===== config.mk =====
export PLATFORM = sky130hd
export DESIGN_NAME = nmt_cell
export DESIGN_NICKNAME = d
export VERILOG_FILES = /design/src/nmt_pkg.sv /design/src/nmt_cell.sv
export SDC_FILE = /design/constraint.sdc
export NUM_CORES = 1
export LEC_CHECK = 0
export ABC_AREA = 1
export BUFFER_PORTS_ARGS = -buffer_cell sky130_fd_sc_hd__buf_4
export CORE_AREA = 2 2 179 181
export DETAILED_ROUTE_END_ITERATION = 12
export DIE_AREA = 0 0 181 183
export GPL_ROUTABILITY_DRIVEN = 0
export PLACE_DENSITY_LB_ADDON = 0.1
export SLEW_MARGIN = 15
export SYNTH_ARGS = -nofsm -noshare
export SYNTH_HDL_FRONTEND = slang
export SYNTH_SLANG_ARGS = --single-unit

===== constraint.sdc =====
create_clock -name clk -period 4.23 [get_ports clk]
set_clock_uncertainty 0.2 [all_clocks]
set_input_delay 0.423 -clock clk [delete_from_list [all_inputs] [get_ports clk]]
set_output_delay 0.423 -clock clk [all_outputs]
set_load 0.01 [all_outputs]

===== src/nmt_pkg.sv =====
// nmt_pkg: types, codes and helpers shared by the NAT mapping table.
// No dependencies.
`default_nettype none
package nmt_pkg;

	localparam int TableEntriesDef = 64;
	localparam int CfgIdxW         = 8;

	typedef enum logic [1:0] {
		OP_INSERT     = 2'd0,
		OP_LOOKUP_INT = 2'd1,
		OP_LOOKUP_EXT = 2'd2,
		OP_TICK       = 2'd3
	} op_t;

	typedef enum logic [1:0] {
		STATUS_OK   = 2'd0,
		STATUS_MISS = 2'd1,
		STATUS_FULL = 2'd2
	} status_t;

	typedef enum logic [CfgIdxW-1:0] {
		REG_MIN_PORT = 8'd0,
		REG_MAX_PORT = 8'd1,
		REG_ICMP_TO  = 8'd2,
		REG_TCP_TO   = 8'd3
	} reg_idx_t;

	typedef enum logic [2:0] {
		ST_IDLE,
		ST_PROBE,
		ST_SEL,
		ST_EXPIRE,
		ST_COMPACT
	} state_t;

	localparam logic [15:0] MinPortRst = 16'd1024;
	localparam logic [15:0] MaxPortRst = 16'd65535;
	localparam logic [31:0] IcmpToRst  = 32'd60;
	localparam logic [31:0] TcpToRst   = 32'd7440;

	typedef struct packed {
		logic        valid;
		logic        proto;
		logic [31:0] int_addr;
		logic [15:0] int_port;
		logic [15:0] ext_port;
		logic [31:0] last_seen;
	} entry_t;

	typedef struct packed {
		logic        proto;
		logic        by_ext;
		logic [31:0] int_addr;
		logic [15:0] int_port;
		logic [15:0] ext_port;
	} key_t;

	typedef struct packed {
		logic        shift;
		logic        compact;
		logic        expire;
		logic        cmp_en;
		key_t        key;
		logic [31:0] now;
		logic [31:0] icmp_to;
		logic [31:0] tcp_to;
	} cell_ctl_t;

	function automatic logic [15:0] step_port(input logic [15:0] p,
			input logic [15:0] minp, input logic [15:0] maxp);
		logic [15:0] r;
		if (p == maxp) r = minp;
		else           r = p + 16'd1;
		return r;
	endfunction

endpackage
`default_nettype wire


===== src/nmt_cell.sv =====
// nmt_cell: one slot of the mapping table chain; holds an entry, matches the
// broadcast key and moves entries to and from its neighbours. Uses nmt_pkg.
`default_nettype none
module nmt_cell import nmt_pkg::*; (
	input  wire logic      clk,
	input  wire logic      arst_n,
	input  wire cell_ctl_t ctl,
	input  wire logic      refresh,
	input  wire entry_t    prev_ent,
	input  wire entry_t    next_ent,
	output entry_t         ent,
	output logic           hit
);
	logic        valid_q;
	logic        proto_q;
	logic [31:0] addr_q;
	logic [15:0] iport_q;
	logic [15:0] eport_q;
	logic [31:0] seen_q;
	logic        hit_q;
	logic [31:0] idle;
	logic [31:0] limit;
	logic        expired;
	logic        pull;
	logic        match;

	assign idle    = ctl.now - seen_q;
	assign limit   = proto_q ? ctl.tcp_to : ctl.icmp_to;
	assign expired = idle > limit;
	// hole here and a live entry below: pull it up
	assign pull    = ctl.compact && !valid_q && next_ent.valid;

	assign match = valid_q && (proto_q == ctl.key.proto) &&
		(ctl.key.by_ext ? (eport_q == ctl.key.ext_port)
		                : (addr_q == ctl.key.int_addr && iport_q == ctl.key.int_port));

	always_ff @(posedge clk or negedge arst_n) begin
		if (!arst_n) begin
			valid_q <= 1'b0;
			hit_q   <= 1'b0;
		end else begin
			if (ctl.shift) begin
				valid_q <= prev_ent.valid;
			end else if (pull) begin
				valid_q <= 1'b1;
			end else if (ctl.compact && valid_q && !prev_ent.valid) begin
				valid_q <= 1'b0;
			end else if (ctl.expire && valid_q && expired) begin
				valid_q <= 1'b0;
			end
			if (ctl.cmp_en) begin
				hit_q <= match;
			end
		end
	end

	always_ff @(posedge clk) begin
		if (ctl.shift) begin
			proto_q <= prev_ent.proto;
			addr_q  <= prev_ent.int_addr;
			iport_q <= prev_ent.int_port;
			eport_q <= prev_ent.ext_port;
			seen_q  <= prev_ent.last_seen;
		end else if (pull) begin
			proto_q <= next_ent.proto;
			addr_q  <= next_ent.int_addr;
			iport_q <= next_ent.int_port;
			eport_q <= next_ent.ext_port;
			seen_q  <= next_ent.last_seen;
		end else if (refresh) begin
			seen_q <= ctl.now;
		end
	end

	assign ent = '{valid: valid_q, proto: proto_q, int_addr: addr_q,
		int_port: iport_q, ext_port: eport_q, last_seen: seen_q};
	assign hit = hit_q;

endmodule
`default_nettype wire


== Word level (Yosys, flattened, before mapping) ==
Cells that the tools add are included.

* $add $sub $neg: 1
* Multiply operators: 0
* Divide/modulo/power cells: 0
* Order comparisons: 1
* Eq/ne operators: 4
* Shifts and indexed selects: 0
* Muxes and demuxes: 17
* Bitwise gates (word level): 0
* Reductions and logical operators: 14

{| class="wikitable"
|+ Operator list
! operator !! number
|-
| 32-bit two-way mux || 6
|-
| 16-bit two-way mux || 4
|-
| 16-bit == test || 2
|-
| 32-bit == test || 1
|-
| 32-bit greater-than comparator || 1
|-
| 32-bit subtractor || 1
|-
| 1-bit logical AND || 9
|-
| 1-bit two-way mux || 7
|-
| 4-bit nonzero test || 1
|-
| 3-bit nonzero test || 1
|-
| 1-bit logical NOT || 2
|-
| 2-bit nonzero test || 1
|-
| 1-bit == test || 1
|}

* Bits in registers: 99
* Bits in latches: 0
* Memory bits (writable): 0
* ROM bits: 0
* Output and inout bits: 99
* Memories kept: 0

== Logic depth before layout (Yosys ltp) ==
Gate-level depths: netlist (run 1).

* Depth in word-level cells: 7
* Depth in mapped cells: 24
* Gate-level depth less buffers: 24

== Worst setup path before layout (run 1) ==
Ideal clock, no wire load.

* Kind: input-to-reg
* From: input port ctl[165] in the netlist's numbering
* To: register seen_q[0], enable pin
* Data arrival time: 2.769 ns
* Slack: 0.886 ns
* Stages: 4
* Buffers on the path: 1
* Cell sequence: clkbuf_1 nor2_1 inv_1 or2_2

* Longest elaborated chain between the ends: 1

{| class="wikitable"
|+ Ends and longest elaborated chain
! item !! RTL line !! RTL
|-
| start: declaration || nmt_cell.sv:7 || <nowiki>input wire cell_ctl_t ctl,</nowiki>
|-
| 3-bit nonzero test (no source line) || n/a ||
|-
| end signal: assignment || nmt_cell.sv:63 || <nowiki>seen_q <= prev_ent.last_seen;</nowiki>
|-
| end signal: assignment || nmt_cell.sv:69 || <nowiki>seen_q <= next_ent.last_seen;</nowiki>
|-
| end signal: assignment || nmt_cell.sv:71 || <nowiki>seen_q <= ctl.now;</nowiki>
|-
| end: declaration || nmt_cell.sv:19 || <nowiki>logic [31:0] seen_q;</nowiki>
|}

Every way passes these cells.
A chain may end at the register's enable or synchronous reset.

== Worst setup path in the final report (run 1) ==
* From: register seen_q[25]
* To: register valid_q

* Longest elaborated chain between the ends: 4

{| class="wikitable"
|+ Ends and longest elaborated chain
! item !! RTL line !! RTL
|-
| 32-bit subtractor || nmt_cell.sv:27 || <nowiki>assign idle = ctl.now - seen_q;</nowiki>
|-
| 32-bit greater-than comparator || nmt_cell.sv:29 || <nowiki>assign expired = idle > limit;</nowiki>
|-
| 1-bit logical AND || nmt_cell.sv:48 || <nowiki>end else if (ctl.expire && valid_q && expired) begin</nowiki>
|-
| 4-bit nonzero test (no source line) || n/a ||
|-
| end signal: assignment || nmt_cell.sv:43 || <nowiki>valid_q <= prev_ent.valid;</nowiki>
|-
| end: declaration || nmt_cell.sv:14 || <nowiki>logic valid_q;</nowiki>
|}

Every way passes these cells.

==> results of run 1 <==
layer usage:
metal  wire [um]  vias to the layer above
met5           0                        -
li1            -                     4875
met4         674                        0
met2       17000                      349
met3        2440                       27
met1       16300                     4276
power by group through the flow:
| stage | sequential [mW] | clock [mW] | combinational (mW) |
|---|---|---|---|
| floorplan | 1.31 | 0 | 0.855 |
| global placement | 1.28 | 0 | 1.59 |
| detailed placement | 1.28 | 0 | 1.60 |
| CTS | 1.26 | 0.963 | 1.61 |
| global route | 1.27 | 0.984 | 1.80 |
| finish | 1.26 | 0.932 | 1.60 |
synthesized netlist by cell type (9+ instances only):
cell type	n
nand2_1	494
nand3_1	63
ha_1	63
nor3_1	9
nor2_1	101
nand4_1	11
edfxtp_1	97
o21ai_0	33
buf_2	11
xnor2_1	19
mux2i_1	31
xor2_1	32
nand2_2	15
a21oi_1	54
clkbuf_1	15
inv_1	133
state kept, by name (all words and copies together), names as in the netlist:
name / cells
seen_q: 32
hit: 1
iport_q: 16
proto_q: 1
eport_q: 16
addr_q: 32
valid_q: 1
cell families after synthesis:
logic type / Yosys count / synth area share [%]
DFF: 99 / 34.1
xor gates and xnor gates: 51 / 5.14
and+or+nand+nor: 712 / 33.6
adders and majority gates: 64 / 9.30
muxes: 31 / 3.57
AOI/OAI and AO/OA: 110 / 6.90
buffers and inverters: 165 / 7.37
worst max path at each step:
stage / from / end / slack [ps] / cells after the start
after floorplan: ctl[165] / seen_q[0]$_DFFE_PP_ / 890 / 4
after global placement: ctl[64] / valid_q$_DFFE_PN0P_ / 620 / 23
after detailed placement: ctl[64] / valid_q$_DFFE_PN0P_ / 570 / 23
after CTS: seen_q[0]$_DFFE_PP_ / valid_q$_DFFE_PN0P_ / 790 / 23
after global routing: seen_q[11]$_DFFE_PP_ / valid_q$_DFFE_PN0P_ / 390 / 20
final: seen_q[25]$_DFFE_PP_ / valid_q$_DFFE_PN0P_ / 810 / 19
layout make-up:
| class | count | share of cell area (%) |
|---|---|---|
| Antenna cell | 2 | 0.0387 |
| Multi-Input combinational cell | 968 | 39.4 |
| Sequential cell | 99 | 22.9 |
| Inverter | 135 | 3.92 |
| Tap cell | 402 | 3.89 |
| Clock inverter | 7 | 0.755 |
| Timing Repair Buffer | 470 | 27.3 |
| Clock buffer | 9 | 1.74 |
critical path, cell delays in order, from the launching register on:
cell and delay (ps):
edfxtp_1 400, inv_1 60, ha_1 380, nand2_1 130, nor2_1 340, nand2_1 160
nor3_1 160, nand2_1 100, nand3_1 90, nand2_1 70, ha_1 270, nand2_1 90
nor3b_1 240, nand3_1 120, nor2_1 200, nand2_1 80, nand2_1 60, nand2_1 50
nand2_1 50, nand2_1 50
repair_timing:
item	in CTS	in global routing
hold buffers	1	0
endpoints found under the hold margin	2	0
setup endpoints to repair	0	0
==> impl_metrics.env, run 1 <==
export IMPL_fraction_of_registers_with_async_set_or_reset_after_synthesis_pct=2.02
export IMPL_max_cap_violations=0
export IMPL_grt_first_pass_wirelength_mm=54.1
export IMPL_clk_latency_ps=350
export IMPL_multi_input_area_um2=5090
export IMPL_worstReg2RegStart="seen_q[25]$_DFFE_PP_"
export IMPL_overall_via_count_from_detail_route=9527
export IMPL_fmax_mhz=292
export IMPL_switching_share_pct=36.8
export IMPL_rr_endpoint="valid_q$_DFFE_PN0P_"
export IMPL_postSynthCellCount=1232
export IMPL_power_share_sequential_pct=33.2
export IMPL_finalWorstPathRequiredPeriod_ps=3420
export IMPL_starting_density_of_the_core_pct=27.8
export IMPL_number_of_storage_elements_in_the_synthesis_netlist=99
export IMPL_total_leakage_power_nw=6.79
export IMPL_cell_types_occupying_the_most_area_after_synthesis="edfxtp_1 (34%), nand2_1 (21%), ha_1 (9.1%), inv_1 (5.7%), nor2_1 (4.4%)"
export IMPL_reg2reg_slack_ps=810
export IMPL_track_usage_pct=21.5
export IMPL_drive_above_1_share_pct=31.1
export IMPL_crit_type="flip-flop to flip-flop"
export IMPL_post_synth_edffs=97
export IMPL_ys_flop_type="edfxtp_1"
export IMPL_grt_met3_usage_pct=4.41
export IMPL_intPower_mw=2.39
export IMPL_grt_max_degree=75
export IMPL_totalNegativeSetupSlack_ps=0
export IMPL_hold_path_end="hit$_DFFE_PN0P_"
export IMPL_initial_antenna_violation_count=2
export IMPL_finalCritPeriodShare_pct=80.9
export IMPL_hold_ws_ps=109
export IMPL_cp_end_kind="flip-flop"
export IMPL_critical_path_startpoint_type="flip-flop"
export IMPL_netlist_cell_type_count=40
export IMPL_mostFrequentLayoutCell="nand2_1"
export IMPL_vias_in_the_first_global_route=9260
export IMPL_reg2regPathDepth=19
export IMPL_met1_track_demand_over_resource_in_global_routing_pct=28.1
export IMPL_mappedNetlistArea_um2=8690
export IMPL_final_setup_worst_slack_ps=809
export IMPL_num_fill_cells=3329
export IMPL_antenna_violating_nets_post_route=0
export IMPL_slew_viol_final=0
export IMPL_setup_viol=0
export IMPL_clkPwrFrac_pct=24.6
export IMPL_cp_data_arrival_time_ps=3460
export IMPL_utilization_pct=41.4
export IMPL_dr_pass1_iters=5
export IMPL_overflow=0
export IMPL_die_height_um=183
export IMPL_totalPowerFinal_mw=3.79
export IMPL_clock_path_buffers=2
export IMPL_pwr_density_cell_nw_per_um2=293
export IMPL_cts_tree="done"
export IMPL_final_hold_viol_count=0
export IMPL_route_final_wire_length_mm=36.3
export IMPL_average_footprint_of_a_synthesized_cell_um2=7.05
export IMPL_cts_clk_slew_worst_paths_ps=80
export IMPL_rsz0062_at_grt="no"
export IMPL_fp_dieArea_um2=33100
export IMPL_vias_per_cell=4.55
export IMPL_layout_common_cells="nand2_1 (494), buf_4 (469), inv_1 (131)"
export IMPL_regArea_um2=2960
export IMPL_top_level_ports=464
export IMPL_dp_worst_setup_slack_ps=572
export IMPL_syn_warnings=0
export IMPL_syn2layout_area_growth_pct=48.7
export IMPL_final_net_count=2112
export IMPL_post_drt_wl_per_cell_um=17.4
export IMPL_dr_first_iter_drc_count=501
export IMPL_critPathRequiredTime_ps=4270
export IMPL_cts_repair_timing_setup_buffer_count=0
export IMPL_io_buffers=463
export IMPL_core_area_um2=31200
export IMPL_timing_hold_worst_path_depth=4
export IMPL_pwr_share_comb_pct=42.1
export IMPL_clock_sinks=99
export IMPL_synth_sequential_area_ratio_pct=34.1
export IMPL_run_status="finished clean"
export IMPL_postLayoutCellArea_um2=12900
export IMPL_cts_root_buf="clkbuf_16"
export IMPL_cts_buffers_inserted=9
export IMPL_hold_class="input port to flip-flop"
export IMPL_drc=0
export IMPL_synthesis_nets=1661
export IMPL_hold_path_startpoint="ctl[162]"
export IMPL_power_switching_mw=1.39
export IMPL_use_met2_pct=36.5
export IMPL_placement_rows=65
export IMPL_worst_slew_pin_transition_ps=952
export IMPL_relative_max_transition_margin_pct=36.5
export IMPL_post_cts_resized_instances=0
export IMPL_yosysTopAreaCellShare_pct=33.5
export IMPL_crit_fanout=5
export IMPL_floorplan_die_width_um=181
export IMPL_synth_area_leader_cell="edfxtp_1"
export IMPL_finalNonFillerCells=2092
export IMPL_numPlacedInstances=2073
export IMPL_grt_busiest_layer="met2"
export IMPL_ctsHtreeMaxLevel=3
export IMPL_ir_worst_vdd_v=0.000188
export IMPL_standard_cell_area_after_detailed_placement_um2=12600
export IMPL_placed_wire_length_estimate_mm=30.5
(Power assumes the default switching activity.)
==> inputs of run 2 (changes only) <==
- ABC_AREA: 1 -> 0
- CORE_AREA: 2 2 179 181 -> 2 2 180 182
- DIE_AREA: 0 0 181 183 -> 0 0 182 184
- clock period: 4.23 -> 3.4 ns (I/O delays scaled with it)
==> impl_metrics.env, run 2 <==
export IMPL_io_buffers=463
export IMPL_grt_first_pass_wirelength_mm=45.5
export IMPL_pwr_density_cell_nw_per_um2=372
export IMPL_totalNegativeSetupSlack_ps=-275
export IMPL_violations="setup timing"
export IMPL_post_synth_edffs=97
export IMPL_fp_dieArea_um2=33500
export IMPL_post_drt_wl_per_cell_um=18.4
export IMPL_critPathRequiredTime_ps=3480
export IMPL_worstReg2RegStart="seen_q[0]$_DFFE_PP_"
export IMPL_grt_met3_usage_pct=4.38
export IMPL_cp_data_arrival_time_ps=3750
export IMPL_placement_rows=65
export IMPL_fraction_of_registers_with_async_set_or_reset_after_synthesis_pct=2.02
export IMPL_crit_type="flip-flop to flip-flop"
export IMPL_relative_max_transition_margin_pct=42.9
export IMPL_slew_viol_final=0
export IMPL_timing_critical_path_slowest_cell_delay_ps=410
export IMPL_starting_density_of_the_core_pct=24.6
export IMPL_cp_num_buf_inv=3
export IMPL_use_met2_pct=34.3
export IMPL_cts_buffers_inserted=9
export IMPL_final_hold_viol_count=0
export IMPL_dr_pass1_iters=8
export IMPL_hold_path_startpoint="prev_ent[97]"
export IMPL_netlist_cell_type_count=53
export IMPL_synthesis_nets=1150
export IMPL_overflow=0
export IMPL_utilization_pct=41.9
export IMPL_clk_latency_ps=360
export IMPL_max_cap_violations=0
export IMPL_vias_in_the_first_global_route=7923
export IMPL_finalWorstPathRequiredPeriod_ps=3670
export IMPL_synth_sequential_area_ratio_pct=38.3
export IMPL_antenna_violating_nets_post_route=0
export IMPL_drc=0
export IMPL_floorplan_die_width_um=182
export IMPL_cp_end_kind="flip-flop"
export IMPL_crit_fanout=3
export IMPL_route_final_wire_length_mm=31.4
export IMPL_finalCritPeriodShare_pct=108
export IMPL_top_level_ports=464
export IMPL_total_leakage_power_nw=6.16
export IMPL_layout_common_cells="buf_4 (589), edfxtp_1 (97), xnor2_1 (77)"
export IMPL_hold_class="input port to flip-flop"
export IMPL_postSynthCellCount=721
export IMPL_synth_area_leader_cell="edfxtp_1"
export IMPL_die_height_um=184
export IMPL_dr_first_iter_drc_count=346
export IMPL_core_area_um2=31400
export IMPL_worst_slew_pin_transition_ps=857
export IMPL_grt_max_degree=74
export IMPL_cell_types_occupying_the_most_area_after_synthesis="edfxtp_1 (38%), ha_1 (10%), mux2_2 (9.9%), xnor2_1 (8.7%), a222oi_1 (4.1%)"
export IMPL_cp_startpoint="seen_q[0]$_DFFE_PP_"
export IMPL_met1_track_demand_over_resource_in_global_routing_pct=20.4
export IMPL_synth_most_common_cell="edfxtp_1"
export IMPL_cts_root_buf="clkbuf_16"
export IMPL_cts_tree="done"
export IMPL_vias_per_cell=4.53
export IMPL_worst_path_cell_chain="ha_2 > buf_4 > buf_4 > o21ai_4 > a21oi_4 > a211oi_2 > buf_4 > nor2_2 > o41ai_2 > xor2_1 > ha_1 > nand4_1 > nor2_2 > nand2_1 > or3_4 > o211a_1 > o211ai_1"
export IMPL_ir_worst_vdd_v=0.000196
export IMPL_drive_above_1_share_pct=56.0
export IMPL_dp_worst_setup_slack_ps=-548
export IMPL_average_footprint_of_a_synthesized_cell_um2=10.7
export IMPL_final_setup_worst_slack_ps=-275
export IMPL_largest_registers="addr_q x32, seen_q x32"
export IMPL_syn_warnings=0
export IMPL_yosysTopAreaCellShare_pct=37.7
export IMPL_fmax_mhz=272
export IMPL_critical_path_top_cell_by_count="buf_4"
export IMPL_ys_flop_type="edfxtp_1"
export IMPL_cts_clk_slew_worst_paths_ps=80
export IMPL_mappedNetlistArea_um2=7730
export IMPL_placed_wire_length_estimate_mm=26.0
export IMPL_final_net_count=1727
export IMPL_yosys_top_cells_count="edfxtp_1 (97), xnor2_1 (77), inv_1 (73)"
export IMPL_worst_path_dominant_cell_family="compound AO/OA/AOI/OAI gates"
export IMPL_overall_via_count_from_detail_route=7736
export IMPL_initial_antenna_violation_count=1
export IMPL_clock_path_buffers=2
export IMPL_clock_sinks=99
export IMPL_rsz0062_at_grt="yes"
export IMPL_mostFrequentLayoutCell="buf_4"
export IMPL_grt_busiest_layer="met2"
export IMPL_number_of_storage_elements_in_the_synthesis_netlist=99
export IMPL_ctsHtreeMaxLevel=3
export IMPL_cpMaxStageDelayCell="edfxtp_1"
export IMPL_setup_viol=1
export IMPL_track_usage_pct=18.0
export IMPL_run_status="finished with violations"
export IMPL_syn2layout_area_growth_pct=70.3
export IMPL_critical_path_startpoint_type="flip-flop"
-- run 2: cell types whose count changed after synthesis, moves of 32 or more --
cell,previous run,this run
xnor2_1,19,77
nand2_1,494,26
nor2_1,101,23
mux2_2,0,68
a222oi_1,0,32
inv_1,133,73
nand3_1,63,9
-- run 2: kinds of logic (layout without fill, tap and decap cells) --
family,after synthesis,after routing,synth area share [%]
simple gates,123,123,8.20
other cells,0,1,0
mux,99,99,13.9
xor+xnor,92,92,10.4
fa+ha+maj,64,64,10.5
buf+inv,99,681,5.00
flops,99,99,38.3
compound gates,145,145,13.7
-- run 2: where the power goes --
| group | internal, mW | total (mW) | switching [mW] |
|---|---|---|---|
| sequential | 1.50 | 1.59 | 0.0921 |
| clock | 0.512 | 1.05 | 0.540 |
| combinational | 1.26 | 2.25 | 0.988 |
| total | 3.27 | 4.89 | 1.62 |
-- run 2: final timing paths --
path	endpoint	slack, ps	cells past startpoint
max	valid_q$_DFFE_PN0P_	-270	17
min reg2reg	hit$_DFFE_PN0P_	350	1
min	valid_q$_DFFE_PN0P_	40	3
min in group asynchronous	valid_q$_DFFE_PN0P_	130	2
max in group asynchronous	hit$_DFFE_PN0P_	2760	2
max reg2reg	valid_q$_DFFE_PN0P_	-270	17
-- run 2: through the flow --
step | instances | area [um^2] | hold slack [ps] | total power [mW]
floorplan | 721 | 7770 | -156 | 2.69
global placement | 1677 | 12500 | -57.7 | 3.79
detailed placement | 1677 | 12500 | -55.4 | 3.79
CTS | 1698 | 13000 | 21.7 | 4.92
global route | 1706 | 13200 | 35.1 | 5.23
finish | 1706 | 13200 | 40.6 | 4.89
-- run 2: worst register-to-register path, cell delays in order (launching register included) --
cell	delay, ps
edfxtp_1	410
ha_2	220
buf_4	130
buf_4	130
o21ai_4	160
a21oi_4	100
a211oi_2	210
buf_4	160
nor2_2	50
o41ai_2	350
xor2_1	120
ha_1	320
nand4_1	130
nor2_2	130
nand2_1	80
or3_4	330
o211a_1	210
o211ai_1	160
-- run 2: layout make-up --
| type | instances | area [um^2] |
|---|---|---|
| multi-input combinational | 523 | 4660 |
| fill | 3168 | 18200 |
| tap | 402 | 503 |
| timing repair buffer | 592 | 4470 |
| clock buffer | 9 | 225 |
| clock inverter | 7 | 61.3 |
| sequential | 99 | 2960 |
| antenna | 1 | 2.50 |
| inverter | 73 | 274 |
-- run 2: per-layer routing --
metal,vias up,routed length [um]
li1,3864,-
met2,274,16800
met4,0,235
met1,3587,12200
met5,-,0
met3,11,2080
-- run 2: what timing repair did --
item / 4_1_cts / 5_1_grt
setup buffers: 4 / 7
setup endpoints to repair: 1 / 1
pin swaps: 13 / 21
hold buffers: 1 / 0
resized for setup: 19 / 22
endpoints found under the hold margin: 2 / 0
==> inputs of run 3 (changes only) <==
- CAP_MARGIN: unset -> 20
- CELL_PAD_IN_SITES_DETAIL_PLACEMENT: unset -> 1
- CELL_PAD_IN_SITES_GLOBAL_PLACEMENT: unset -> 2
- CORE_AREA: 2 2 180 182 -> 2 2 179 181
- DIE_AREA: 0 0 182 184 -> 0 0 181 183
==> impl_metrics.env, run 3 (synthesis gave the netlist of run 2 again) <==
export IMPL_run_status="finished with violations"
export IMPL_violations="setup timing"
export IMPL_ir_worst_vdd_v=0.000198
export IMPL_largest_registers="addr_q x32, seen_q x32"
export IMPL_clkPwrFrac_pct=23.1
export IMPL_cts_clk_slew_worst_paths_ps=90
export IMPL_cp_end_kind="flip-flop"
export IMPL_crit_fanout=3
export IMPL_cts_tree="done"
export IMPL_track_usage_pct=20.5
export IMPL_total_leakage_power_nw=6.19
export IMPL_antenna_violating_nets_post_route=0
export IMPL_initial_antenna_violation_count=3
export IMPL_timing_critical_path_slowest_cell_delay_ps=380
export IMPL_finalNonFillerCells=1707
export IMPL_placed_wire_length_estimate_mm=29.1
export IMPL_io_buffers=463
export IMPL_hold_ws_ps=34.0
export IMPL_postLayoutCellArea_um2=13200
export IMPL_numPlacedInstances=1678
export IMPL_drive_above_1_share_pct=56.1
export IMPL_post_drt_wl_per_cell_um=20.3
export IMPL_pwr_share_comb_pct=45.4
export IMPL_die_height_um=183
export IMPL_clk_latency_ps=370
export IMPL_finalCritPeriodShare_pct=110
export IMPL_cp_num_buf_inv=2
export IMPL_power_share_sequential_pct=31.5
export IMPL_worst_path_cell_chain="ha_2 > inv_2 > fa_2 > a21oi_4 > o21ai_2 > o21ai_2 > buf_4 > a21oi_2 > or3_1 > a21oi_2 > xnor2_1 > ha_1 > nand4_1 > nor2_2 > nand2_1 > or3_4 > o211a_1 > o211ai_1"
export IMPL_cts_root_buf="clkbuf_16"
export IMPL_setup_viol=1
export IMPL_critPathRequiredTime_ps=3490
export IMPL_overflow=0
export IMPL_mostFrequentLayoutCell="buf_4"
export IMPL_fmax_mhz=266
export IMPL_clock_path_buffers=2
export IMPL_final_setup_worst_slack_ps=-353
export IMPL_power_switching_mw=1.64
export IMPL_ctsHtreeMaxLevel=3
export IMPL_overall_via_count_from_detail_route=7925
export IMPL_switching_share_pct=32.3
export IMPL_crit_type="flip-flop to flip-flop"
export IMPL_final_hold_viol_count=0
export IMPL_worst_slew_pin_transition_ps=970
export IMPL_max_cap_violations=0
export IMPL_dr_first_iter_drc_count=301
export IMPL_top_level_ports=464
export IMPL_layout_common_cells="buf_4 (588), edfxtp_1 (97), xnor2_1 (77)"
export IMPL_cpMaxStageDelayCell="edfxtp_1"
export IMPL_relative_max_transition_margin_pct=35.3
export IMPL_hold_class="input port to flip-flop"
export IMPL_cts_buffers_inserted=9
export IMPL_num_fill_cells=3644
export IMPL_fp_dieArea_um2=33100
export IMPL_clock_sinks=99
export IMPL_grt_first_pass_wirelength_mm=50.9
export IMPL_totalPowerFinal_mw=5.06
export IMPL_finalWorstPathRequiredPeriod_ps=3750
export IMPL_syn2layout_area_growth_pct=70.8
export IMPL_grt_max_degree=47
export IMPL_starting_density_of_the_core_pct=24.8
export IMPL_intPower_mw=3.43
export IMPL_placement_rows=65
export IMPL_cp_data_arrival_time_ps=3840
export IMPL_pwr_density_cell_nw_per_um2=383
export IMPL_route_final_wire_length_mm=34.7
export IMPL_critical_path_startpoint_type="flip-flop"
export IMPL_vias_per_cell=4.64
export IMPL_totalNegativeSetupSlack_ps=-353
export IMPL_standard_cell_area_after_detailed_placement_um2=12600
export IMPL_core_area_um2=31200
export IMPL_slew_viol_final=0
export IMPL_final_net_count=1727
export IMPL_rsz0062_at_grt="yes"
export IMPL_dr_pass1_iters=7
export IMPL_worst_path_dominant_cell_family="simple AND/OR/NAND/NOR gates"
export IMPL_utilization_pct=42.3
export IMPL_floorplan_die_width_um=181
export IMPL_vias_in_the_first_global_route=8458
export IMPL_dp_worst_setup_slack_ps=-620
export IMPL_drc=0
-- run 3: final timing paths --
path                                     startpoint  slack (ps)                  end  cells after the start
worst max-delay path            seen_q[0]$_DFFE_PP_        -350  valid_q$_DFFE_PN0P_                     18
worst min-delay path                       ctl[162]          30      hit$_DFFE_PN0P_                      2
worst max register to register  seen_q[0]$_DFFE_PP_        -350  valid_q$_DFFE_PN0P_                     18
worst min register to register      hit$_DFFE_PN0P_         330      hit$_DFFE_PN0P_                      1
max in group asynchronous                    arst_n        2690      hit$_DFFE_PN0P_                      2
min in group asynchronous                    arst_n         200  valid_q$_DFFE_PN0P_                      2
-- run 3: worst register-to-register path, stage by stage (launching register included) --
cell	delay, ps
edfxtp_1	380
ha_2	200
inv_2	40
fa_2	360
a21oi_4	150
o21ai_2	90
o21ai_2	120
buf_4	150
a21oi_2	70
or3_1	390
a21oi_2	150
xnor2_1	80
ha_1	280
nand4_1	80
nor2_2	140
nand2_1	80
or3_4	340
o211a_1	210
o211ai_1	170
-- run 3: repair_timing --
item / in CTS / in global routing
buffers inserted: 7 / 2
hold buffers: 1 / 0
cloned: 0 / 0
pin swaps: 21 / 12
resized for setup: 23 / 20
hold endpoints to repair: 2 / 0
setup endpoints to repair: 1 / 1
-- run 3: power groups by stage --
| stage | Combinational, mW | Clock [mW] | Sequential (mW) |
|---|---|---|---|
| detailed placement | 2.22 | 0 | 1.62 |
| global route | 2.55 | 1.25 | 1.61 |
| floorplan | 1.03 | 0 | 1.66 |
| global placement | 2.19 | 0 | 1.62 |
| CTS | 2.29 | 1.21 | 1.60 |
| finish | 2.30 | 1.17 | 1.59 |
-- run 3: layout make-up --
| type | count | area, um^2 | area share [%] |
|---|---|---|---|
| antenna | 2 | 5.00 | 0.0379 |
| timing repair buffer | 592 | 4490 | 34.0 |
| tap | 402 | 503 | 3.81 |
| inverter | 73 | 274 | 2.07 |
| clock inverter | 5 | 82.6 | 0.625 |
| multi-input combinational | 523 | 4660 | 35.3 |
| clock buffer | 11 | 233 | 1.76 |
| sequential | 99 | 2960 | 22.4 |
-- run 3: routing by layer --
layer / up-vias / track usage [%] / wire length, um
li1: 3863 / - / -
met1: 3771 / 21.8 / 12800
met2: 259 / 39.9 / 18900
met3: 30 / 5.22 / 2330
met4: 2 / 5.56 / 598
met5: - / 0 / 16
